### src/sv/rwc_pkg.sv
// Shared types, constants and register codes for the ROI window classifier.
// No dependencies; every other file imports this package.
package rwc_pkg;

  // Region length limit and queue sizing
  localparam int MAX_REGION_TICKS = 4096;
  localparam int QUEUE_DEPTH      = 2;
  localparam int QPTR_W           = $clog2(QUEUE_DEPTH);
  localparam int QCNT_W           = $clog2(QUEUE_DEPTH + 1);

  // Configuration port widths
  localparam int CFG_IDX_W  = 3;
  localparam int CFG_DATA_W = 24;

  // Configuration register indexes
  localparam logic [CFG_IDX_W-1:0] REG_ADC_THRESHOLD  = 3'd0;
  localparam logic [CFG_IDX_W-1:0] REG_ABS_SUM_THRESH = 3'd1;
  localparam logic [CFG_IDX_W-1:0] REG_RESCALE        = 3'd2;
  localparam logic [CFG_IDX_W-1:0] REG_RESCALE_LIMIT  = 3'd3;
  localparam logic [CFG_IDX_W-1:0] REG_RATIO_THRESH   = 3'd4;

  // Region classes
  localparam logic [1:0] CLASS_KEEP   = 2'd0;
  localparam logic [1:0] CLASS_FIT    = 2'd1;
  localparam logic [1:0] CLASS_REMOVE = 2'd2;

  // Charge and swing test constants
  localparam logic [17:0] CHARGE_PER_TICK = 18'd30;
  localparam logic signed [12:0] SWING_LIMIT = 13'sd22;

  // Live configuration
  typedef struct packed {
    logic [11:0] adc_threshold;
    logic [23:0] abs_sum_threshold;
    logic [15:0] rescale_q8;
    logic [15:0] rescale_limit_q8;
    logic [10:0] ratio_threshold_q10;
  } cfg_t;

  // Finished region handed from front to back
  typedef struct packed {
    logic signed [24:0] ssum;
    logic [23:0]        asum;
    logic [28:0]        qsum;
    logic signed [11:0] amax;
    logic signed [11:0] amin;
    logic [12:0]        ticks;
  } summary_t;

  // Back-end sequencer states
  typedef enum logic [2:0] {
    B_IDLE,
    B_SN,
    B_RA,
    B_RAS,
    B_AS,
    B_LN,
    B_DECIDE
  } back_state_t;

endpackage

### src/sv/rwc_queue.sv
// Short FIFO of finished region summaries between front and back end.
// Depends on rwc_pkg for summary_t and the queue depth.
module rwc_queue (
  input  logic               clk,
  input  logic               rst_n,
  input  logic               push,
  input  rwc_pkg::summary_t  push_data,
  input  logic               pop,
  output rwc_pkg::summary_t  pop_data,
  output logic               full,
  output logic               empty
);
  import rwc_pkg::*;

  summary_t          entry_r [QUEUE_DEPTH];
  logic [QPTR_W-1:0] wr_ptr_r;
  logic [QPTR_W-1:0] rd_ptr_r;
  logic [QCNT_W-1:0] count_r;

  assign full     = count_r == QCNT_W'(QUEUE_DEPTH);
  assign empty    = count_r == '0;
  assign pop_data = entry_r[rd_ptr_r];

  // Store pushed summaries
  always_ff @(posedge clk) begin
    if (push) begin
      entry_r[wr_ptr_r] <= push_data;
    end
  end

  // Advance pointers and occupancy
  always_ff @(posedge clk) begin
    if (!rst_n) begin
      wr_ptr_r <= '0;
      rd_ptr_r <= '0;
      count_r  <= '0;
    end else begin
      if (push) begin
        wr_ptr_r <= (wr_ptr_r == QPTR_W'(QUEUE_DEPTH - 1)) ? '0 : wr_ptr_r + 1'b1;
      end
      if (pop) begin
        rd_ptr_r <= (rd_ptr_r == QPTR_W'(QUEUE_DEPTH - 1)) ? '0 : rd_ptr_r + 1'b1;
      end
      case ({push, pop})
        2'b10:   count_r <= count_r + 1'b1;
        2'b01:   count_r <= count_r - 1'b1;
        default: count_r <= count_r;
      endcase
    end
  end

endmodule

### config.mk
export PLATFORM = sky130hd
export DESIGN_NAME = rwc_queue
export DESIGN_NICKNAME = d
export VERILOG_FILES = /design/src/sv/rwc_pkg.sv /design/src/sv/rwc_queue.sv
export SDC_FILE = /design/constraint.sdc
export NUM_CORES = 1
export LEC_CHECK = 0
export BUFFER_PORTS_ARGS = -buffer_cell sky130_fd_sc_hd__buf_2
export CAP_MARGIN = 20
export CORE_MARGIN = 1
export CORE_UTILIZATION = 30
export CTS_CLUSTER_DIAMETER = 80
export DETAILED_ROUTE_END_ITERATION = 6
export HOLD_SLACK_MARGIN = 0.1
export PLACE_DENSITY = 0.5
export SLEW_MARGIN = 20
export SYNTH_ARGS = -nofsm -noshare
export SYNTH_HDL_FRONTEND = slang
export SYNTH_SLANG_ARGS = --single-unit
### constraint.sdc
create_clock -name clk -period 6.7 [get_ports clk]
set_input_delay 0.335 -clock clk [delete_from_list [all_inputs] [get_ports clk]]
set_output_delay 0.335 -clock clk [all_outputs]
set_load 0.005 [all_outputs]
* After elaboration in Yosys (flattened, before gate mapping)
Memories as Yosys holds them, arrays and structs flattened. A register that Yosys moved wholly into a read port is not among the register bits.
Index checks and enable logic that the tools add are counted.
** Cells by class
- Mux-type cells :: 7
- $add $sub $neg :: 4
- Reductions and logical operators :: 2
- Equality and inequality tests :: 3
** Operator list (number)
- 2-to-1 mux 1 bit :: 6
- equality test 2 bit (second input constant) :: 2
- one-hot mux 2 bit (2 select lines) :: 1
- adder 1 bit (second input constant) :: 2
- adder 2 x 1 -> 2 bit (second input constant) :: 1
- equality test 2 x 1 -> 1 bit (second input constant) :: 1
- logical NOT 2 bit :: 1
- nonzero test 2 bit :: 1
- subtractor 2 x 1 -> 2 bit (second input constant) :: 1
** Storage, ports and cells
- RAM bits :: 230
- Logic and storage cells :: 20
- Memories :: 1
- Output and inout port bits :: 117
- Input bits :: 119
- Bits in registers :: 4
** Memories
- entry_r :: words 2, width 115, rd ports 1, clocked after Yosys merged registers in 1, write ports 1, line rwc_queue.sv:15 : summary_t entry_r [QUEUE_DEPTH];

* Longest topological paths before layout
- Depth after elaboration :: 4
- Mapped depth :: 5
- Depth with buffers taken out :: 5

* Worst setup path after synthesis
Ideal clock, no wire load.
- Kind :: in2reg
- From :: in push
- To :: mem entry_r[0][0] in the netlist's numbering, enable pin
- Data required time :: 6.105 ns
- Setup time :: 0.595 ns
- Path buffers :: 0
- Data arrival time :: 5.241 ns
- Stages :: 2
- Path slack :: 0.864 ns
- Path through :: inv_1 > nor2_1
** Between the ends
- Cells in the longest elaborated chain, start to end :: 2
** Ends and longest elaborated chain
- start: declaration :: line rwc_queue.sv:6 : input logic push,
- 2-to-1 mux 1 bit :: line rwc_queue.sv:26 : if (push) begin
- 2-to-1 mux 1 bit (not written as such) :: line rwc_queue.sv:27 : entry_r[wr_ptr_r] <= push_data;
- end: declaration :: line rwc_queue.sv:15
No other way between the ends.

==> flow_summary.toml <==
[status]
status = "finished clean"

[synthesis]
ys_ff_latch = 235
ys_types = 19
syn_nets = 500
seq_area_frac_synth_pct = 82.03
syn_inst = 380
netlist.area_leader.share_pct = 80.86
synth.avg_cell_area_um2 = 22.48
syn_area_mm2 = 0.008542
synth_top_area_cell = "edfxtp_1"
yosysWarnings = 0
synthTopCellsByArea = "edfxtp_1 (81%), mux2_2 (14%), dfxtp_1 (1.2%)"

[finish]
nets = 869
fillers = 2531
post-route-util_pct = 43.25
stdcell_count = 1147
multi_input_area_mm2 = 0.001433
seqCellArea_mm2 = 0.007010
layout_commonest_cell = "buf_2"
layout_common_cells = "buf_2 (235), edfxtp_1 (230), dlygate4sd3_1 (116)"
layout-drive-gt1-share_pct = 50.33
syn2layout_area_growth_pct = 41.45

[placed_design]
gp_congestion = 0.6915
port_buffers = 235
dp_cells = 984
dpl.hpwl_um = 10820

[timing]
slew_headroom_pct = 40.79
maxSlewViolCount = 0
clock-skew-final_ps = 12.51
worst_pin_slew_ps = 888.2
setup_tns_ps = 0
fin_crit_ps = 3102
final_hold_viol_count = 0
finalCritPeriodShare_pct = 46.29
grt_setup_unrepaired = "no"
clock.fmax_ghz = 0.3224
setup_viol = 0

[route]
via_per_inst = 4.174
drt_iter0_drc = 204
totalWireLength_um = 17800
vias = 4788
drt_first_pass_iters = 4
ant_nets = 0
wire_per_inst_um = 15.52
drc = 0

[worst_setup_path]
arrival_ps = 2770
cp_num_cells = 3
reg2reg_to = "entry_r[1][59]$_DFFE_PP_"
required_ps = 6360
critPathSlowestCell = "dfxtp_4"
critPathBufInv = 2
cp-end-kind = "output port"
cp_slowest_stage_delay_ps = 830
critical_path.cell_chain = "buf_4 -> mux2_2 -> buf_2"
r2r-start = "wr_ptr_r$_SDFFE_PN0P_"
cp_max_fo = 64
critical_path_class = "register to output port"
rrSetupSlack_ps = 4390
rr_worst_depth = 2
cp-start-kind = "register"
endpoint = "pop_data[27]"
cp_top_family = "buffers and inverters"

[clock_network]
ctsResizeCount = 0
cts.sinks = 235
cts_made_buffers = 25
cts_tree = "built"
clk_pin_slew_ps = 60
htreeDepth = 1
clkLatencyLatePin_ps = 520
cts_max_path_buffers = 3
root_buffer = "clkbuf_16"

[global_routing]
antenna_found_initial = 2
grt_max_degree = 79
grt_usage_pct = 12.07
grt_pass1_vias = 5297
grt_pass1_wl_um = 27430
grt.overflow.total = 0

[power_and_ir_drop]
vdd_ir_drop_max_uv = 182.2
power_density_mw_per_mm2 = 278.2
switching_share_pct = 20.93
power.switching_mw = 0.7035
intPower_mw = 2.658
p_seq_share_pct = 51.4
leakagePower_nw = 4.509
power.share.combinational_pct = 10.2
power_frac_clock_pct = 38.4
finalPower_mw = 3.361

[worst_hold_path]
hp-class = "input port to register"

[die]
pin_count = 236
die_area_mm2 = 0.02915
core_area_mm2 = 0.02793
die_x_um = 170.7
rows = 61
die_y_um = 170.7
start_util_pct = 30.58

[flow_run]
maxCapViolCount = 0
[layout make-up]
type / count / share of cell area, %
diodes: 2 / 0.04142
clock buffers: 32 / 5.395
clock inverters: 13 / 0.9423
inverters: 1 / 0.03107
multi-input cells: 131 / 11.86
flip-flops and latches: 235 / 58.02
well taps: 378 / 3.914
repair buffers: 355 / 19.80
[worst register-to-register path: stages, from the launching register on]
cell and delay [ps]:
dfxtp_1 390, and2_4 700, buf_4 820
[registers in the layout, summed over array words and instances, names as in the netlist, named ones only]
register / flops
entry_r: 230
rd_ptr_r: 1
count_r: 2
wr_ptr_r: 1
[repair_timing]
item / in CTS / in global routing
hold buffers: 116 / 0
buffers inserted: 0 / 0
endpoints found under the hold margin: 235 / 0
[synthesized netlist by cell type (all sizes together)]
| master | number |
|---|---|
| nor2 | 2 |
| o21a | 1 |
| o21ai | 1 |
| and2b | 1 |
| a21boi | 1 |
| and2 | 4 |
| mux2 | 115 |
| edfxtp | 230 |
| xor2 | 1 |
| nor2b | 1 |
| inv | 1 |
| xnor2 | 2 |
| or3 | 1 |
| dfxtp | 5 |
| ha | 1 |
| buf | 13 |
[layer usage]
layer / vias up / global-route usage, % / part of all wire, %
met5: - / 0 / 0
met4: 0 / 3.799 / 2.8
met3: 31 / 3.771 / 8.2
met2: 167 / 21.69 / 50
met1: 2330 / 13.56 / 39
li1: 2260 / - / -
[how the worst min path moves through the flow]
stage	to	start	cells past startpoint
after floorplan	entry_r[0][0]$_DFFE_PP_	push_data[0]	0
after global placement	count_r[1]$_SDFFE_PN0P_	count_r[1]$_SDFFE_PN0P_	2
after detailed placement	count_r[1]$_SDFFE_PN0P_	count_r[1]$_SDFFE_PN0P_	2
after CTS	wr_ptr_r$_SDFFE_PN0P_	push	3
after global routing	wr_ptr_r$_SDFFE_PN0P_	push	3
final	wr_ptr_r$_SDFFE_PN0P_	push	3
[cell families (layout without fill, tap and decap cells)]
logic type               Yosys count  after routing  synth area share, %
flip-flops                       235            235                82.03
multiplexers                     115            115                15.34
buffers and inverters             14            401                1.318
AND/OR/NAND/NOR                    9              9               0.6300
AO/OA/AOI/OAI                      3              3               0.2344
XOR/XNOR                           3              3               0.3077
adder cells (fa/ha/maj)            1              1               0.1465
other                              0              2                    0
[power by group through the flow]
stage | Sequential (mW) | Combinational, mW | Clock, mW
after detailed placement | 1.76 | 0.293 | 0
final | 1.73 | 0.342 | 1.29
after CTS | 1.73 | 0.350 | 1.33
after floorplan | 1.75 | 0.162 | 0
after global placement | 1.76 | 0.285 | 0
after global routing | 1.74 | 0.376 | 1.38
[through the flow]
step           cell area [µm²]  worst slack, ps  hold slack, ps
2_1_floorplan             8542            864.1           433.9
3_3_place_gp             10130             4109           478.1
3_5_place_dp             10150             4043           521.4
4_1_cts                  12080             3464           131.3
5_1_grt                  12080             3398           159.4
6_report                 12080             3598           165.6
No activity file was read; power rests on OpenSTA's default activity.
