--- src/sv/rwc_pkg.sv ---
// Shared types, constants and register codes for the ROI window classifier.
// No dependencies; every other file imports this package.
package rwc_pkg;

  // Region length limit and queue sizing
  localparam int MAX_REGION_TICKS = 4096;
  localparam int QUEUE_DEPTH      = 2;
  localparam int QPTR_W           = $clog2(QUEUE_DEPTH);
  localparam int QCNT_W           = $clog2(QUEUE_DEPTH + 1);

  // Configuration port widths
  localparam int CFG_IDX_W  = 3;
  localparam int CFG_DATA_W = 24;

  // Configuration register indexes
  localparam logic [CFG_IDX_W-1:0] REG_ADC_THRESHOLD  = 3'd0;
  localparam logic [CFG_IDX_W-1:0] REG_ABS_SUM_THRESH = 3'd1;
  localparam logic [CFG_IDX_W-1:0] REG_RESCALE        = 3'd2;
  localparam logic [CFG_IDX_W-1:0] REG_RESCALE_LIMIT  = 3'd3;
  localparam logic [CFG_IDX_W-1:0] REG_RATIO_THRESH   = 3'd4;

  // Region classes
  localparam logic [1:0] CLASS_KEEP   = 2'd0;
  localparam logic [1:0] CLASS_FIT    = 2'd1;
  localparam logic [1:0] CLASS_REMOVE = 2'd2;

  // Charge and swing test constants
  localparam logic [17:0] CHARGE_PER_TICK = 18'd30;
  localparam logic signed [12:0] SWING_LIMIT = 13'sd22;

  // Live configuration
  typedef struct packed {
    logic [11:0] adc_threshold;
    logic [23:0] abs_sum_threshold;
    logic [15:0] rescale_q8;
    logic [15:0] rescale_limit_q8;
    logic [10:0] ratio_threshold_q10;
  } cfg_t;

  // Finished region handed from front to back
  typedef struct packed {
    logic signed [24:0] ssum;
    logic [23:0]        asum;
    logic [28:0]        qsum;
    logic signed [11:0] amax;
    logic signed [11:0] amin;
    logic [12:0]        ticks;
  } summary_t;

  // Back-end sequencer states
  typedef enum logic [2:0] {
    B_IDLE,
    B_SN,
    B_RA,
    B_RAS,
    B_AS,
    B_LN,
    B_DECIDE
  } back_state_t;

endpackage

--- src/sv/rwc_back.sv ---
// Back end: classifies one region summary with one product per cycle.
// Depends on rwc_pkg; drives the registered result strobe and fields.
module rwc_back (
  input  logic               clk,
  input  logic               rst_n,
  input  rwc_pkg::cfg_t      cfg,
  input  logic               q_empty,
  input  rwc_pkg::summary_t  q_data,
  output logic               q_pop,
  output logic               res_valid,
  output logic [1:0]         res_class,
  output logic [23:0]        res_abs_total,
  output logic [12:0]        res_ticks
);
  import rwc_pkg::*;

  back_state_t state_r, state_nxt;

  summary_t           sum_r;
  logic signed [37:0] p_sn_r;
  logic [34:0]        p_ra_r;
  logic [50:0]        p_rhs_r;
  logic [39:0]        p_as_r;
  logic [28:0]        p_ln_r;

  logic               valid_r;
  logic [1:0]         class_r;
  logic [23:0]        abs_total_r;
  logic [12:0]        ticks_r;

  logic signed [37:0] sn_a, sn_b;
  logic signed [56:0] lhs, rhs;
  logic [17:0]        n30;
  logic signed [12:0] swing;
  logic               fit_ok, mean_low, charge_ok;
  logic [1:0]         class_nxt;

  // State register
  always_ff @(posedge clk) begin
    if (!rst_n) begin
      state_r <= B_IDLE;
    end else begin
      state_r <= state_nxt;
    end
  end

  // Sequence one region through the product steps
  always_comb begin
    state_nxt = state_r;
    q_pop     = 1'b0;
    case (state_r)
      B_IDLE: begin
        if (!q_empty) begin
          q_pop     = 1'b1;
          state_nxt = B_SN;
        end
      end
      B_SN:     state_nxt = B_RA;
      B_RA:     state_nxt = B_RAS;
      B_RAS:    state_nxt = B_AS;
      B_AS:     state_nxt = B_LN;
      B_LN:     state_nxt = B_DECIDE;
      B_DECIDE: state_nxt = B_IDLE;
      default:  state_nxt = B_IDLE;
    endcase
  end

  assign sn_a = 38'(sum_r.ssum);
  assign sn_b = $signed({25'd0, sum_r.ticks});

  // Products, one per step
  always_ff @(posedge clk) begin
    case (state_r)
      B_IDLE:  if (q_pop) sum_r <= q_data;
      B_SN:    p_sn_r  <= sn_a * sn_b;
      B_RA:    p_ra_r  <= 35'(cfg.ratio_threshold_q10) * 35'(sum_r.asum);
      B_RAS:   p_rhs_r <= 51'(p_ra_r) * 51'(cfg.rescale_q8);
      B_AS:    p_as_r  <= 40'(sum_r.asum) * 40'(cfg.rescale_q8);
      B_LN:    p_ln_r  <= 29'(cfg.rescale_limit_q8) * 29'(sum_r.ticks);
      default: sum_r   <= sum_r;
    endcase
  end

  // Final tests, first match wins
  assign lhs       = {p_sn_r[37], p_sn_r, 18'd0};
  assign rhs       = $signed({6'd0, p_rhs_r});
  assign n30       = 18'(sum_r.ticks) * CHARGE_PER_TICK;
  assign swing     = 13'(sum_r.amax) - 13'(sum_r.amin);
  assign fit_ok    = (lhs > rhs) && (sum_r.asum > cfg.abs_sum_threshold);
  assign mean_low  = p_as_r < {11'd0, p_ln_r};
  assign charge_ok = (sum_r.qsum > {11'd0, n30}) &&
                     (sum_r.asum < {10'd0, sum_r.ticks, 1'b0}) &&
                     (swing < SWING_LIMIT);

  always_comb begin
    if (fit_ok) begin
      class_nxt = CLASS_FIT;
    end else if (mean_low || charge_ok) begin
      class_nxt = CLASS_REMOVE;
    end else begin
      class_nxt = CLASS_KEEP;
    end
  end

  // Register the result beat
  always_ff @(posedge clk) begin
    if (!rst_n) begin
      valid_r <= 1'b0;
    end else begin
      valid_r <= state_r == B_DECIDE;
    end
  end

  always_ff @(posedge clk) begin
    if (state_r == B_DECIDE) begin
      class_r     <= class_nxt;
      abs_total_r <= sum_r.asum;
      ticks_r     <= sum_r.ticks;
    end
  end

  assign res_valid     = valid_r;
  assign res_class     = class_r;
  assign res_abs_total = abs_total_r;
  assign res_ticks     = ticks_r;

endmodule

--- config.mk ---
export PLATFORM = sky130hd
export DESIGN_NAME = rwc_back
export DESIGN_NICKNAME = d
export VERILOG_FILES = /design/src/sv/rwc_pkg.sv /design/src/sv/rwc_back.sv
export SDC_FILE = /design/constraint.sdc
export NUM_CORES = 2
export LEC_CHECK = 0
export BUFFER_PORTS_ARGS = -buffer_cell sky130_fd_sc_hd__buf_4
export CORE_MARGIN = 2
export CORE_UTILIZATION = 44
export CTS_CLUSTER_DIAMETER = 200
export DETAILED_ROUTE_END_ITERATION = 16
export PLACE_DENSITY = 0.6
export SYNTH_ARGS = -nofsm -noshare
export SYNTH_HDL_FRONTEND = slang
export SYNTH_SLANG_ARGS = --single-unit
--- constraint.sdc ---
create_clock -name clk -period 16.97 [get_ports clk]
set_clock_uncertainty 0.2 [all_clocks]
set_input_delay 0.8485 -clock clk [delete_from_list [all_inputs] [get_ports clk]]
set_output_delay 0.8485 -clock clk [all_outputs]
set_load 0.01 [all_outputs]
==> Yosys cells after proc, flatten, opt, wreduce, memory -nomap -nowiden <==
Index checks and enable logic that the tools add are counted.
{ "totals": {"reg_bits": 351, "latch_bits": 0, "ram_bits": 0, "mem_bits_ro": 0, "inputBits": 197, "n_memories": 0} }
{ "op_classes": {"add_sub_neg": 1, "multipliers": 6, "n_div": 0, "n_lt_le_gt_ge": 6, "eq_ne": 7, "shifts": 0, "muxes": 5, "n_bitwise": 0, "reduce_logical": 6} }
{ "op_table": {"columns": ["operator", "n"], "rows": [
  ["$gt A56 B52 Y1", 1],
  ["$mul A35 B16 Y51", 1],
  ["$lt A40 B29 Y1", 1],
  ["$mul A24 B16 Y40", 1],
  ["$mul A25 B14 Y38", 1],
  ["$mul A11 B24 Y35", 1],
  ["$gt A29 B18 Y1", 1],
  ["$mul A16 B13 Y29", 1],
  ["$gt A24 B24 Y1", 1],
  ["$lt A24 B14 Y1", 1],
  ["$pmux W3 S6", 1],
  ["$mul A13 B4 Y17 const B", 1],
  ["$lt A13 B6 Y1 const B", 1],
  ["$sub A12 B12 Y13", 1],
  ["$eq A3 B3 Y1 const B", 3],
  ["$eq A3 B2 Y1 const B", 2],
  ["$eq A3 B1 Y1 const B", 1],
  ["$logic_and A1 B1 Y1", 3],
  ["$logic_not A3 Y1", 1],
  ["$mux W3", 1],
  ["$mux W1", 2],
  ["$mux W2", 1],
  ["$ne A2 B2 Y1 const B", 1],
  ["$reduce_and A2 Y1", 1],
  ["$logic_or A1 B1 Y1", 1]
]} }

==> Longest topological paths before layout <==
{ "logic_depth": {"depth_word": 6, "mapped_depth": 27, "ltp_nobuf": 24} }

==> Least setup slack after synthesis <==
OpenSTA, ideal clock, no wires.
{ "synth_timing": {"path_type": "input port to flip-flop", "from": "input port q_empty", "to": "register sum_r (netlist bit sn_a[0]), enable pin", "setup_time_ns": 0.884, "arrival_ns": 11.934, "path_slack_ns": 3.952, "path_stages": 1, "path_buffers": 0, "cell_sequence": "nor4_1"} }
{ "synth_via": {"elab_chain_cells": 3} }
{ "synth_lines": {"columns": ["element", "line", "source"], "rows": [
  ["from (decl)", "rwc_back.sv:7", "input logic q_empty,"],
  ["$mux W1", "rwc_back.sv:53", "if (!q_empty) begin"],
  ["$mux W1", "rwc_back.sv:51", "case (state_r)"],
  ["$reduce_and A2 Y1 (no source line)", null, null],
  ["to (signal assigned)", "rwc_back.sv:74", "B_IDLE: if (q_pop) sum_r <= q_data;"],
  ["to (signal assigned)", "rwc_back.sv:80", "default: sum_r <= sum_r;"],
  ["to (decl)", "rwc_back.sv:19", "summary_t sum_r;"]
]} }
No other way between the ends.
A chain may end at the register's enable or synchronous reset.

==> Worst setup path after layout <==
{ "layout_timing": {"from": "input port cfg[29] (netlist bit)", "to": "register p_rhs_r[42] (data pin)"} }
{ "layout_via": {"elab_chain_cells": 1} }
{ "layout_lines": {"columns": ["element", "line", "source"], "rows": [
  ["from (decl)", "rwc_back.sv:6", "input rwc_pkg::cfg_t cfg,"],
  ["$mul A35 B16 Y51", "rwc_back.sv:77", "B_RAS: p_rhs_r <= 51'(p_ra_r) * 51'(cfg.rescale_q8);"],
  ["to (signal assigned)", "rwc_back.sv:77", null],
  ["to (decl)", "rwc_back.sv:22", "logic [50:0] p_rhs_r;"]
]} }
No other way between the ends.

==> results.yml <==
logic_synthesis:
  yosys_warnings: 0
  synth_nets: 9653
  ys.flop_type: "edfxtp_1"
  synth.distinct_cells: 72
  synthCells: 7402
  syn_area_per_cell_um2: 9.56
  ys_ff_latch: 351
  netlist_area_um2: 70700
  async_reset_ff_share_pct: 0
  synth_edf_count: 347
  synth-seq-area-share_pct: 14.8
setup_path:
  worstPathMaxFanout: 49
  worstPathCellList: "buf_4 > buf_4 > nand2_1 > fa_1 > fa_1 > fa_1 > inv_1 > fa_1 > fa_1 > inv_1 > fa_1 > inv_1 > ha_1 > a21o_1 > a21o_1 > a2111oi_2 > o21ai_1 > a31oi_1 > o211ai_1 > o211ai_1 > nor2b_1 > o21bai_1 > xnor2_1"
  slowest_delay_ns: 0.63
  end_kind: "flip-flop"
  cp_data_required_time_ns: 17.14
  cp.arrival_ns: 7.97
  cp_slowest_cell: "buf_4"
  startpoint_type: "input port"
  critPathKind: "in2reg"
  crit_top_cell: "fa_1"
final_layout:
  layout_commonest_cell: "inv_1"
  fillerInstances: 15200
  layout_common_cells: "inv_1 (1,616), fa_1 (1,438), nand2_1 (1,146)"
  fin_util_pct: 47.3
  multi_input_area_um2: 52900
  fin_nets: 9640
  drive_above_1_share_pct: 5.18
  syn_to_final_growth_pct: 7.05
  seq_area_um2: 10500
global_route:
  antenna_found_initial: 10
  grt_max_degree: 60
  grt_pass1_wl_um: 294000
  grt_usage_pct: 22.7
  grt_overflow: 0
  grt_pass1_vias: 54900
clocking:
  numCtsBuffers: 48
  cts_hold_buf: 0
  cts_tree: "yes"
  clock-root-buffer: "clkbuf_16"
  cts.clk_slew.worst_paths_ns: 0.06
  clockBufferDepth: 3
  cts_num_sinks: 351
  cts_resized: 0
  worst_skew_pair.late_latency_ns: 0.67
  cts_setup_buffers: 0
  htreeDepth: 2
timing:
  finalSetupTns_ns: 0
  fmax_mhz: 128
  min_period_ns: 7.80
  rsz0062_at_grt: "false"
  slew_viol_final: 0
  fin_crit_sh_pct: 46.0
  relSlewSlack_pct: 19.7
  setup_violations: 0
  worst_pin_slew_ns: 1.19
  hold_viol: 0
floorplanning:
  row_count: 147
  ios: 238
  core_region_area_um2: 160000
  die_area_um2: 164000
  start_util_pct: 44.2
  die_x_um: 405
  die_h_um: 405
outcome:
  outcome: "complete, no violations"
placed_design:
  port_buffers: 225
  place.gp.congestion: 0.846
  dp_hpwl_um: 133000
detailed_routing:
  drt_iter0_drc: 2813
  vias: 50000
  drc: 0
  drtAntennaViolNets: 0
  drt_wl_total_um: 177000
  drt-wirelength-per-cell_um: 18.7
  vias_per_cell: 5.25
  drt-pass1-iter-count: 5
job:
  maxCapViolations: 0
min_path:
  hp-class: "in2reg"
==> worst max-delay path: cells and delay by family <==
kind | cells | cell delay, ns
xor gates and xnor gates | 1 | 0.13
buffers and inverters | 5 | 0.94
AOI/OAI and AO/OA | 8 | 2.18
and+or+nand+nor | 2 | 0.43
adders and majority gates | 7 | 3.41
==> kinds of logic after synthesis <==
group	share of synthesized area, %
AOI/OAI and AO/OA	5.72
xor gates and xnor gates	2.25
adders and majority gates	51.6
buffers and inverters	10.4
DFF	14.8
muxes	0.0867
and+or+nand+nor	15.1
==> final timing paths <==
kind / cells past startpoint / end / slack, ns / startpoint
worst max-delay path: 23 / p_rhs_r[42]$_DFFE_PP_ / 9.17 / cfg[29]
worst min-delay path: 1 / sn_b[4]$_DFFE_PP_ / 0.15 / q_data[4]
worst max register to register: 23 / p_rhs_r[42]$_DFFE_PP_ / 9.23 / p_ra_r[7]$_DFFE_PP_
worst min register to register: 0 / res_abs_total[13]$_DFFE_PP_ / 0.25 / sum_r[79]$_DFFE_PP_
==> cells in the mapped netlist (37+ instances only) <==
master    number  area [µm²]
xor2_1        55         482
nand3_1       38         190
a21oi_1      193         966
ha_1         616        7710
nor2_1       131         492
nand2_1     1146        4300
a21o_1       104         781
edfxtp_1     347       10400
inv_1       1616        6070
o21ai_0      110         551
nor2b_1       37         231
fa_1        1438       28800
nand4_1       39         244
xnor2_1      127        1110
clkbuf_1     336        1260
nor3_1        43         215
and2_1       696        4350
==> per-layer routing <==
| layer | global-route usage [%] | part of all wire [%] | vias to the layer above |
|---|---|---|---|
| li1 | - | - | 22400 |
| met1 | 30.0 | 42 | 26000 |
| met2 | 39.1 | 49 | 1321 |
| met3 | 3.63 | 6.1 | 269 |
| met4 | 5.66 | 2.6 | 6 |
| met5 | 0 | 0.023 | - |
==> layout make-up <==
type | count | area share, %
Clock inverter | 33 | 0.372
Multi-Input combinational cell | 5098 | 69.9
Antenna cell | 3 | 0.00992
Tap cell | 2086 | 3.45
Sequential cell | 351 | 13.9
Inverter | 1616 | 8.01
Timing Repair Buffer | 274 | 2.72
Clock buffer | 56 | 1.65
==> registers in the layout, indices dropped and copies added (netlist names) <==
register	cells
sum_r	77
p_rhs_r	51
p_as_r	40
p_sn_r	38
p_ra_r	35
p_ln_r	29
sn_a	25
res_abs_total	24
res_ticks	13
sn_b	13
state_r	3
res_class	2
res_valid	1
==> through the flow <==
stage                     cell area (µm²)  cells  hold WS, ns  worst slack (ns)
after global placement              74200   9425        0.233              8.58
after detailed placement            74200   9425        0.234              8.63
after floorplan                     70700   7402        0.224              3.95
after CTS                           75700   9514        0.108              9.24
after global routing                75700   9514        0.118              8.91
final                               75700   9517        0.149              9.17
Power is left out: the tool's default activity adds up to more than one toggle a clock period on the data nets, which glitch-free logic cannot reach.
