File: config.mk
export PLATFORM = sky130hd
export DESIGN_NAME = rwc_front
export DESIGN_NICKNAME = d
export VERILOG_FILES = /design/src/sv/rwc_pkg.sv /design/src/sv/rwc_front.sv
export SDC_FILE = /design/constraint.sdc
export NUM_CORES = 1
export LEC_CHECK = 0
export CORE_MARGIN = 3
export CORE_UTILIZATION = 50
export CTS_CLUSTER_SIZE = 8
export DETAILED_ROUTE_END_ITERATION = 7
export DONT_BUFFER_PORTS = 1
export PLACE_DENSITY = 0.75
export SLEW_MARGIN = 10
export SYNTH_ARGS = -nofsm -noshare
export SYNTH_HDL_FRONTEND = slang
export SYNTH_SLANG_ARGS = --single-unit
File: constraint.sdc
create_clock -name clk -period 6.1 [get_ports clk]
set_input_delay 1.22 -clock clk [delete_from_list [all_inputs] [get_ports clk]]
set_output_delay 1.22 -clock clk [all_outputs]
set_load 0.03 [all_outputs]
File: src/sv/rwc_pkg.sv
// Shared types, constants and register codes for the ROI window classifier.
// No dependencies; every other file imports this package.
package rwc_pkg;

  // Region length limit and queue sizing
  localparam int MAX_REGION_TICKS = 4096;
  localparam int QUEUE_DEPTH      = 2;
  localparam int QPTR_W           = $clog2(QUEUE_DEPTH);
  localparam int QCNT_W           = $clog2(QUEUE_DEPTH + 1);

  // Configuration port widths
  localparam int CFG_IDX_W  = 3;
  localparam int CFG_DATA_W = 24;

  // Configuration register indexes
  localparam logic [CFG_IDX_W-1:0] REG_ADC_THRESHOLD  = 3'd0;
  localparam logic [CFG_IDX_W-1:0] REG_ABS_SUM_THRESH = 3'd1;
  localparam logic [CFG_IDX_W-1:0] REG_RESCALE        = 3'd2;
  localparam logic [CFG_IDX_W-1:0] REG_RESCALE_LIMIT  = 3'd3;
  localparam logic [CFG_IDX_W-1:0] REG_RATIO_THRESH   = 3'd4;

  // Region classes
  localparam logic [1:0] CLASS_KEEP   = 2'd0;
  localparam logic [1:0] CLASS_FIT    = 2'd1;
  localparam logic [1:0] CLASS_REMOVE = 2'd2;

  // Charge and swing test constants
  localparam logic [17:0] CHARGE_PER_TICK = 18'd30;
  localparam logic signed [12:0] SWING_LIMIT = 13'sd22;

  // Live configuration
  typedef struct packed {
    logic [11:0] adc_threshold;
    logic [23:0] abs_sum_threshold;
    logic [15:0] rescale_q8;
    logic [15:0] rescale_limit_q8;
    logic [10:0] ratio_threshold_q10;
  } cfg_t;

  // Finished region handed from front to back
  typedef struct packed {
    logic signed [24:0] ssum;
    logic [23:0]        asum;
    logic [28:0]        qsum;
    logic signed [11:0] amax;
    logic signed [11:0] amin;
    logic [12:0]        ticks;
  } summary_t;

  // Back-end sequencer states
  typedef enum logic [2:0] {
    B_IDLE,
    B_SN,
    B_RA,
    B_RAS,
    B_AS,
    B_LN,
    B_DECIDE
  } back_state_t;

endpackage

File: src/sv/rwc_front.sv
// Front end: accumulates one region tick by tick with saturating sums.
// Depends on rwc_pkg; pushes a summary_t into the queue on the region's last tick.
module rwc_front (
  input  logic                  clk,
  input  logic                  rst_n,
  input  logic                  tick_accept,
  input  logic signed [11:0]    adc_sample,
  input  logic signed [17:0]    decon_charge,
  input  logic                  last_tick,
  input  logic [11:0]           adc_threshold,
  output logic                  push,
  output rwc_pkg::summary_t     push_data
);
  import rwc_pkg::*;

  logic signed [24:0] ssum_r, ssum_nxt;
  logic [23:0]        asum_r, asum_nxt;
  logic [28:0]        qsum_r, qsum_nxt;
  logic signed [11:0] amax_r, amax_nxt;
  logic signed [11:0] amin_r, amin_nxt;
  logic [12:0]        tick_r, tick_nxt;

  logic [11:0]        aadc;
  logic [17:0]        acharge;
  logic               qualify;
  logic signed [25:0] ssum_add;
  logic [24:0]        asum_add;
  logic [29:0]        qsum_add;
  logic               region_end;

  // Magnitudes; the most negative code maps to its unsigned magnitude
  assign aadc    = adc_sample[11] ? (~adc_sample + 12'd1) : adc_sample;
  assign acharge = decon_charge[17] ? (~decon_charge + 18'd1) : decon_charge;
  assign qualify = aadc > adc_threshold;

  assign ssum_add = {ssum_r[24], ssum_r} + {{14{adc_sample[11]}}, adc_sample};
  assign asum_add = {1'b0, asum_r} + {13'd0, aadc};
  assign qsum_add = {1'b0, qsum_r} + {12'd0, acharge};

  // Next region state for the tick now on the inputs
  always_comb begin
    ssum_nxt = ssum_r;
    asum_nxt = asum_r;
    qsum_nxt = qsum_r;
    if (qualify) begin
      // saturate on overflow
      if (ssum_add[25] != ssum_add[24]) begin
        ssum_nxt = ssum_add[25] ? {1'b1, 24'd0} : {1'b0, {24{1'b1}}};
      end else begin
        ssum_nxt = ssum_add[24:0];
      end
      asum_nxt = asum_add[24] ? {24{1'b1}} : asum_add[23:0];
      qsum_nxt = qsum_add[29] ? {29{1'b1}} : qsum_add[28:0];
    end
    amax_nxt = (adc_sample > amax_r) ? adc_sample : amax_r;
    amin_nxt = (adc_sample < amin_r) ? adc_sample : amin_r;
    tick_nxt = tick_r + 13'd1;
  end

  // Force a region end at the tick limit
  assign region_end = last_tick || (tick_nxt == 13'(MAX_REGION_TICKS));

  assign push = tick_accept && region_end;
  always_comb begin
    push_data.ssum  = ssum_nxt;
    push_data.asum  = asum_nxt;
    push_data.qsum  = qsum_nxt;
    push_data.amax  = amax_nxt;
    push_data.amin  = amin_nxt;
    push_data.ticks = tick_nxt;
  end

  // Advance on each tick, clear at region end
  always_ff @(posedge clk) begin
    if (!rst_n || push) begin
      ssum_r <= '0;
      asum_r <= '0;
      qsum_r <= '0;
      amax_r <= -12'sd1;
      amin_r <= 12'sd1;
      tick_r <= '0;
    end else if (tick_accept) begin
      ssum_r <= ssum_nxt;
      asum_r <= asum_nxt;
      qsum_r <= qsum_nxt;
      amax_r <= amax_nxt;
      amin_r <= amin_nxt;
      tick_r <= tick_nxt;
    end
  end

endmodule

Word level (Yosys, flattened, before mapping)
Index checks and enable logic that the tools add are counted.

$add $sub $neg: 6. $lt $le $gt $ge: 3. Bitwise logic cells: 2. Mux-type cells: 11. Reductions and logical operators: 4. Equal/unequal tests: 2.

Operators with widths (number): $mux 25 (3); $mux 29 (2); $mux 24 (2); $mux 12 (3); $add 29x18->30 (1); $add 25x12->26 (1); $add 24x12->25 (1); $gt 12x12->1 (2); $add 18x1->18 const B (1); $mux 18 (1); $not 18->18 (1); $add 13x1->13 const B (1); $eq 13x13->1 const B (1); $add 12x1->12 const B (1); $lt 12x12->1 (1); $not 12->12 (1); $logic_or 1x1->1 (2); $logic_and 1x1->1 (1); $logic_not 1->1 (1); $ne 1x1->1 (1).

Input port bits: 46. Flip-flop bits (word level): 115.

Longest topological paths before layout
Gate-level depths: netlist (run 1).

Depth after elaboration: 6. Mapped depth: 18. Mapped depth without buffers: 16.

Least setup slack after synthesis (run 1)
OpenSTA, ideal clock, no wires.

Path type: input to output. Start point: in adc_sample[3]. End point: out push_data[107] (netlist bit). Data required time: 4880 ps. Arrival: 4909 ps. Path buffers: 4. Slack: -29 ps. Stages: 16. Cells stage by stage: clkbuf_1 nor2_1 nand3_1 or3_1 o41ai_1 xnor2_1 ha_1 and4_1 and3_1 and2_1 a21oi_1 buf_2 clkbuf_1 buf_1 nand2_1 o21ai_0.

RTL lines: start: declaration (line rwc_front.sv:7) `input logic signed [11:0] adc_sample,`; end: declaration (line rwc_front.sv:12) `output rwc_pkg::summary_t push_data`.

==> results of run 1 <==
state kept, by name, summed over array words and instances (netlist names):
register	count
amin_r	12
asum_r	24
ssum_r	25
tick_r	13
amax_r	12
qsum_r	29
per-layer routing:
metal | track usage (%) | routed length, um | share of wire [%]
met5 | 0 | 0 | 0
met4 | 8.61 | 745 | 2.3
met3 | 6.23 | 2560 | 7.8
met2 | 43.1 | 15200 | 47
met1 | 35.6 | 14100 | 43
synthesized netlist by cell type (19+ instances only):
master	number	area, sq um
and3_1	23	144
inv_1	74	278
nand3_1	58	290
dfxtp_1	115	2300
xnor2_1	68	596
o221a_2	19	214
o21ai_0	90	450
a21oi_1	95	475
ha_1	94	1180
nand2_1	129	484
nor2_1	95	357
or3_1	22	138
buf_2	24	120
nor3_1	35	175
xor2_1	31	272
a21o_1	32	240
clkbuf_1	56	210
area by class of cell:
cell class	count	share of cell area, %
clock inverter	10	1.42
clock buffer	22	3.79
timing repair buffer	99	7.76
sequential	115	18.4
multi-input combinational	1132	63.7
inverter	74	2.25
tap	275	2.75
path summary, 6_finish.rpt:
check / startpoint / to / slack, ns / depth (start not counted)
setup / recovery: decon_charge[5] / push_data[48] / 0.18 / 15
hold / removal: qsum_r[25] / qsum_r[25] / 0.48 / 2
hold reg to reg: qsum_r[25] / qsum_r[25] / 0.48 / 2
setup reg to reg: tick_r[0] / ssum_r[0] / 2.44 / 10
report_power, final:
group	leakage, nW	internal [mW]	switching (mW)
clock network	0.320	0.755	0.377
logic	4.09	0.407	0.653
registers	0.933	0.783	0.0254
total	5.34	1.95	1.06
logic make-up (layout without fill, tap and decap cells):
family	Yosys count	count (layout)
AND/OR/NAND/NOR	456	456
AO/OA/AOI/OAI	451	451
buffers and inverters	162	205
flip-flops	115	115
adder cells (fa/ha/maj)	102	102
XOR/XNOR	99	99
multiplexers	24	24
stage by stage:
stage | cell area, sq um | total power, mW | cells | hold slack (ns) | setup TNS (ns)
2_1_floorplan | 10800 | 1.56 | 1409 | 0.447 | -0.104
5_1_grt | 12500 | 3.13 | 1727 | 0.493 | -0.888
6_report | 12500 | 3.00 | 1727 | 0.476 | 0
3_3_place_gp | 11800 | 1.85 | 1693 | 0.472 | 0
3_5_place_dp | 11800 | 1.86 | 1693 | 0.466 | -0.770
4_1_cts | 12400 | 3.00 | 1725 | 0.476 | 0
repair_timing:
action | CTS | global route
resized for setup | 1 | 19
endpoints found under the setup margin | 10 | 55
pin swaps | 0 | 10
setup buffers | 0 | 2
worst max-delay path, delay by kind of cell:
family                     cells  cell delay (ns)
AOI/OAI and AO/OA              6             1.51
xor gates and xnor gates       1             0.18
adders and majority gates      1             0.32
buffers and inverters          3             0.47
and+or+nand+nor                4             0.99
==> impl_metrics.yaml, run 1 <==
logic_synthesis:
  ys_ff_latch: 115
  avgSynthCellArea_sq_um: 7.67
  synth_cell_types: 86
  syn_inst: 1409
  seq_area_frac_synth_pct: 21.3
  synth.mux.area_fraction_pct: 2.41
  yosysWarnings: 0
  synth_area_sq_um: 10800
  ys.flop_type: "dfxtp_1"
  synth_compound_area_share_pct: 29.5
  synth_edf_count: 0
  synthArstFlopShare_pct: 0
  synth-simple-area-share_pct: 20.8
  synth_xor_area_share_pct: 8.02
  synth_top_family_by_area: "compound AO/OA/AOI/OAI gates"
  syn_nets: 1552
  synthAdderAreaFrac_pct: 12.0
setup_path:
  cp_cell_sequence: "nor4_2 -> nand2b_1 -> or3_1 -> o41ai_1 -> xnor2_1 -> ha_1 -> a21oi_1 -> o211ai_1 -> o21a_1 -> buf_4 -> o211ai_1 -> nand2_1 -> buf_6 -> o22a_1 -> buf_12"
  crit_path_end_kind: "output pin"
  cp_common_cell: "o211ai_1"
  critPathMaxFanout: 14
  cp_data_required_time_ns: 4.88
  worst_path_largest_cell_delay_ns: 0.42
  startpoint_type: "input pin"
  crit_arrival_ns: 4.70
  critPathKind: "in2out"
  slowest_stage: "or3_1"
placed_design:
  place.port_buffers: 0
  gp_congestion: 0.938
  place_hpwl_um: 23700
  dp_slack_ns: -0.103
outcome:
  outcome: "complete, no violations"
layout:
  final_common_cell: "nand2_1"
  n_fill_cell: 1889
  final_nets: 1582
  layout_common_cells: "nand2_1, dfxtp_1, nor2_1"
  multi_input_area_sq_um: 7970
  antenna_cells: 0
  drive_gt1_share_pct: 15.7
  synthToLayoutAreaGrowth_pct: 15.9
  seqCellArea_sq_um: 2300
  final_util_pct: 59.2
timing:
  setup_violations: 0
  relSlewSlack_pct: 23.2
  setup_ws_ns: 0.176
  finalClockSkew_ns: 0.0116
  finalMaxSlewViolations: 0
  fmax_mhz: 169
  finalCritPeriodShare_pct: 97.1
  hold_viol_final: 0
  fin_crit_ns: 5.92
  max_slew.worst_pin.slew_ns: 1.14
clocking:
  clock_latency_ns: 0.42
  hold_buffers: 0
  cts-htree-levels: 4
  cts.clk_slew.worst_paths_ns: 0.05
  cts_tree: "done"
  clock-sinks: 115
  clk_root_buffer_cell: "clkbuf_16"
  cts_made_buffers: 17
  clock_path_buffers: 2
drt:
  final_antenna_net_count: 0
  vias: 10900
  wl_um: 32600
  drtPass1Iterations: 6
  wire_per_inst_um: 18.9
  drt_iter0_markers: 809
  drc: 0
  post_drt_via_cell_ratio: 6.32
floorplan:
  fp.dieW_um: 153
  ioPinCount: 162
  core_area_sq_um: 21200
  start_util_pct: 51.1
  dieArea_sq_um: 23400
  fp-row-count: 53
  die_h_um: 153
global_route:
  antenna_found_initial: 0
  overflow: 0
  grt_max_degree: 51
  grt_pass1_vias: 10200
  grt_pass1_wl_um: 52400
  track_usage_pct: 26.7
hold_path:
  hold_path.class: "reg2reg"
pwr:
  irDropWorstVdd_mv: 0.234
  power.density_nw_per_um2: 240
  p_leak_nw: 5.34
run:
  max_cap_viol_count: 0
Power figures use the tool's default switching activity.
==> run 2: changes to the inputs <==
Settings changed: CORE_MARGIN 3 to unset.
==> impl_metrics.yaml, run 2 (synthesized netlist as in run 1, its figures left out) <==
drt:
  drtPass1Iterations: 5
  drt_iter0_markers: 819
  vias: 11100
  wl_um: 33100
  final_antenna_net_count: 0
  wire_per_inst_um: 19.1
  post_drt_via_cell_ratio: 6.37
  drc: 0
setup_path:
  crit_path_end_kind: "output pin"
  cp_top_family: "compound AO/OA/AOI/OAI gates"
  worst_path_largest_cell_delay_ns: 0.38
  cp_data_required_time_ns: 4.88
  slowest_stage: "a221o_1"
  critPathKind: "in2out"
  startpoint_type: "input pin"
  cp_cell_sequence: "inv_1 -> nand3_1 -> or3_1 -> o21ai_0 -> xnor2_1 -> ha_1 -> and3_1 -> a221o_1 -> a221oi_2 -> buf_4 -> a21oi_4 -> buf_4 -> buf_4 -> a21oi_1 -> buf_4"
  crit_arrival_ns: 4.74
  cp_common_cell: "buf_4"
  critPathMaxFanout: 22
  critPathBufInv: 5
timing:
  relSlewSlack_pct: 24.9
  finalMaxSlewViolations: 0
  fin_crit_ns: 5.96
  max_slew.worst_pin.slew_ns: 1.13
  finalClockSkew_ns: 0.00990
  whs_ns: 0.481
  setup_violations: 0
  hold_viol_final: 0
  grt_setup_unrepaired: "true"
  fmax_mhz: 168
  finalCritPeriodShare_pct: 97.7
pwr:
  combPwrFrac_pct: 37.9
  power_switching_mw: 1.06
  power.density_nw_per_um2: 229
  irDropWorstVdd_mv: 0.152
  p_int_mw: 1.81
  swShare_pct: 36.8
  power_frac_seq_pct: 28.2
  p_leak_nw: 5.37
  power.clock.fraction_pct: 33.9
hold_path:
  hold_path.class: "reg2reg"
floorplan:
  fp-row-count: 53
  start_util_pct: 51.2
  die_h_um: 149
  fp.dieW_um: 149
  dieArea_sq_um: 22200
  ioPinCount: 162
  core_area_sq_um: 21100
layout:
  drive_gt1_share_pct: 15.8
  multi_input_area_sq_um: 7970
  final_common_cell: "nand2_1"
  synthToLayoutAreaGrowth_pct: 15.8
  finalInstanceArea_sq_um: 12500
  antenna_cells: 0
  regMostFlops: "qsum_r"
  final_nets: 1594
  n_fill_cell: 1923
  layout_common_cells: "nand2_1, dfxtp_1, nor2_1, ha_1, buf_4"
  seqCellArea_sq_um: 2300
  fin_cells: 1737
  reg_top3: "qsum_r x29, ssum_r x25, asum_r x24"
  final_util_pct: 59.3
  largest_reg_flops: 29
placed_design:
  dp_cells: 1706
  place_hpwl_um: 23900
  placed_area_sq_um: 11900
  place.port_buffers: 0
  gp_congestion: 0.944
global_route:
  track_usage_pct: 29.4
  grt_pass1_wl_um: 52400
  grt_max_degree: 52
  grt_pass1_vias: 10400
  overflow: 0
  antenna_found_initial: 0
clocking:
  cts_made_buffers: 17
  cts_tree: "done"
  cts-htree-levels: 4
  clock_latency_ns: 0.42
  clock-sinks: 115
  clock_path_buffers: 2
  clk_root_buffer_cell: "clkbuf_16"
  cts.clk_slew.worst_paths_ns: 0.05
outcome:
  outcome: "complete, no violations"
run:
  max_cap_viol_count: 0
-- run 2: cell count changes in the layout (fill, tap and decap cells not counted), moves of 2 or more --
cell        delta
clkinvlp_4     -2
clkbuf_8       +2
buf_4         +12
o21ai_1        +2
bufinv_16      -4
-- run 2: routing by layer --
| metal | wire [um] | vias up | global-route usage (%) |
|---|---|---|---|
| li1 | - | 5306 | - |
| met1 | 14100 | 5200 | 37.8 |
| met2 | 15400 | 491 | 48.1 |
| met3 | 2750 | 70 | 5.54 |
| met4 | 885 | 0 | 12.0 |
| met5 | 0 | - | 0 |
-- run 2: tightest hold or removal path, stage by stage, from the launching register on --
cell and delay, ns:
dfxtp_1 0.33, inv_1 0.06, a21oi_1 0.05
-- run 2: stage by stage --
step | total power, mW | worst slack [ns] | TNS (ns)
2_1_floorplan | 1.56 | -0.0288 | -0.104
3_3_place_gp | 1.87 | 0.00274 | 0
3_5_place_dp | 1.89 | -0.150 | -1.30
4_1_cts | 2.86 | 0.00670 | 0
5_1_grt | 2.99 | -0.0304 | -0.0392
6_report | 2.87 | 0.141 | 0
-- run 2: worst paths after layout --
check             slack, ns  depth (start not counted)       endpoint     startpoint
setup / recovery       0.14                         15  push_data[73]  adc_sample[1]
setup reg to reg       2.38                         10     qsum_r[15]      tick_r[0]
hold reg to reg        0.48                          2     qsum_r[25]     qsum_r[25]
hold / removal         0.48                          2     qsum_r[25]     qsum_r[25]
-- run 2: cell type report --
cell class                      count  area share, %
Tap cell                          275           2.75
Clock inverter                      5          0.400
Sequential cell                   115           18.4
Multi-Input combinational cell   1132           63.7
Inverter                           74           2.22
Clock buffer                       25           4.04
Timing Repair Buffer              111           8.49
-- run 2: timing repair --
action / 4_1_cts / 5_1_grt
hold buffers: 0 / 0
setup endpoints to repair: 10 / 56
resized for setup: 1 / 17
buffers inserted: 0 / 1
pin swaps: 0 / 2
-- run 2: power groups by stage --
stage | registers [mW] | clock network (mW) | logic [mW]
global route | 0.812 | 1.01 | 1.17
floorplan | 0.816 | 0 | 0.743
detailed placement | 0.823 | 0 | 1.06
global placement | 0.822 | 0 | 1.05
CTS | 0.808 | 0.978 | 1.07
finish | 0.809 | 0.974 | 1.09
==> run 3: changes to the inputs <==
Settings changed: CTS_BUF_LIST set to sky130_fd_sc_hd__clkbuf_8.
==> impl_metrics.yaml, run 3 (synthesized netlist as in run 1, its figures left out) <==
hold_path:
  min_path_cells: 2
  min_from: "qsum_r[25]"
  hold_path.class: "reg2reg"
  hold_end: "qsum_r[25]"
timing:
  finalMaxSlewViolations: 0
  setup_violations: 0
  hold_viol_final: 0
  finalClockSkew_ns: 0.0166
  fmax_mhz: 168
  finalCritPeriodShare_pct: 97.5
  setup_ws_ns: 0.152
  setup-tns-final_ns: 0
  fin_crit_ns: 5.95
  max_slew.worst_pin.slew_ns: 1.12
  relSlewSlack_pct: 25.2
setup_path:
  cp_common_cell: "nand2_1"
  slowest_stage: "a221o_1"
  critPathMaxFanout: 19
  crit_arrival_ns: 4.73
  reg2reg_from: "tick_r[0]"
  critPathKind: "in2out"
  cp_top_family: "simple AND/OR/NAND/NOR gates"
  critPathBufInv: 4
  cp_data_required_time_ns: 4.88
  r2r-end: "qsum_r[15]"
  cp_cell_sequence: "inv_1 -> ha_1 -> nand2_1 -> or3_1 -> nand2_1 -> xnor2_2 -> ha_1 -> and3_1 -> a221o_1 -> a221oi_2 -> buf_4 -> a21oi_4 -> buf_4 -> buf_4 -> nand2_1 -> nand2_1"
  crit_path_end_kind: "output pin"
  worst_path_largest_cell_delay_ns: 0.40
  r2r_slack_ns: 2.42
  cp-startpoint: "adc_sample[0]"
  worstRegToRegCells: 10
  startpoint_type: "input pin"
clocking:
  cts_made_buffers: 17
  clock_path_buffers: 2
  clock-sinks: 115
  clock_latency_ns: 0.45
  cts_tree: "done"
  clk_root_buffer_cell: "clkbuf_8"
  cts.clk_slew.worst_paths_ns: 0.07
  hold_buffers: 0
  cts-htree-levels: 4
pwr:
  power_switching_mw: 1.02
  p_int_mw: 1.57
  power_frac_seq_pct: 31.1
  swShare_pct: 39.4
  p_leak_nw: 5.32
  combPwrFrac_pct: 42.1
  irDropWorstVdd_mv: 0.142
  power.clock.fraction_pct: 26.9
  power.density_nw_per_um2: 210
layout:
  antenna_cells: 0
  synthToLayoutAreaGrowth_pct: 14.6
  drive_gt1_share_pct: 16.5
  reg_top3: "qsum_r x29, ssum_r x25, asum_r x24"
  final_nets: 1598
  regMostFlops: "qsum_r"
  final_common_cell: "nand2_1"
  n_fill_cell: 1947
  layout_common_cells: "nand2_1, dfxtp_1, buf_4"
  finalInstanceArea_sq_um: 12400
  largest_reg_flops: 29
  fin_cells: 1741
drt:
  drc: 0
  wire_per_inst_um: 18.9
  vias: 11100
  post_drt_via_cell_ratio: 6.36
  final_antenna_net_count: 0
  drt_iter0_markers: 797
  drtPass1Iterations: 5
  wl_um: 33000
floorplan:
  dieArea_sq_um: 22200
  fp-row-count: 53
  start_util_pct: 51.2
  fp.dieW_um: 149
  ioPinCount: 162
  die_h_um: 149
  core_area_sq_um: 21100
run:
  max_cap_viol_count: 0
global_route:
  grt_pass1_wl_um: 52000
  overflow: 0
  grt_max_degree: 52
  grt_pass1_vias: 10400
  track_usage_pct: 29.1
  antenna_found_initial: 0
placed_design:
  place.port_buffers: 0
  placed_area_sq_um: 11900
  dp_slack_ns: -0.150
  place_hpwl_um: 23900
  dp_cells: 1706
  gp_congestion: 0.944
outcome:
  outcome: "complete, no violations"
[run 3: worst max path at each step]
stage | end | slack [ns] | cells past startpoint
6_report | push_data[89] | 0.15 | 16
5_1_grt | push_data[40] | -0.02 | 16
4_1_cts | push_data[57] | 0.02 | 15
3_5_place_dp | push_data[113] | -0.15 | 15
3_3_place_gp | push_data[113] | 0.003 | 15
2_1_floorplan | push_data[107] | -0.03 | 16
[run 3: layout make-up]
type | count | area (sq um) | area share, %
Multi-Input combinational cell | 1132 | 8000 | 64.6
Sequential cell | 115 | 2300 | 18.6
Timing Repair Buffer | 115 | 1090 | 8.82
Tap cell | 275 | 344 | 2.78
Clock buffer | 22 | 303 | 2.45
Inverter | 74 | 282 | 2.27
Clock inverter | 8 | 61.3 | 0.495
[run 3: metal layers]
layer | track usage [%] | wire, um
met1 | 37.2 | 14100
met2 | 47.3 | 15300
met3 | 6.12 | 2610
met4 | 12.2 | 984
met5 | 0 | 0
[run 3: timing repair]
item | CTS | global route
hold endpoints to repair | 0 | 0
pin swaps | 0 | 3
setup buffers | 0 | 5
setup endpoints to repair | 10 | 62
resized for setup | 1 | 26
[run 3: power by group through the flow]
stage / Combinational [mW] / Clock (mW) / Sequential (mW)
6_report: 1.09 / 0.698 / 0.808
4_1_cts: 1.07 / 0.702 / 0.807
3_3_place_gp: 1.05 / 0 / 0.822
3_5_place_dp: 1.06 / 0 / 0.823
2_1_floorplan: 0.743 / 0 / 0.816
5_1_grt: 1.18 / 0.733 / 0.811
[run 3: worst min-delay path, cell delays in order (launching register included)]
cell and delay (ns):
dfxtp_1 0.34, inv_1 0.06, a21oi_1 0.05
[run 3: metrics by stage]
step / hold WS (ns) / utilization (%) / power, mW
after floorplan: 0.447 / - / 1.56
after global placement: 0.469 / 56.3 / 1.87
after detailed placement: 0.475 / 56.3 / 1.89
after CTS: 0.487 / 58.1 / 2.58
after global routing: 0.509 / 58.7 / 2.72
final: 0.492 / 58.7 / 2.60
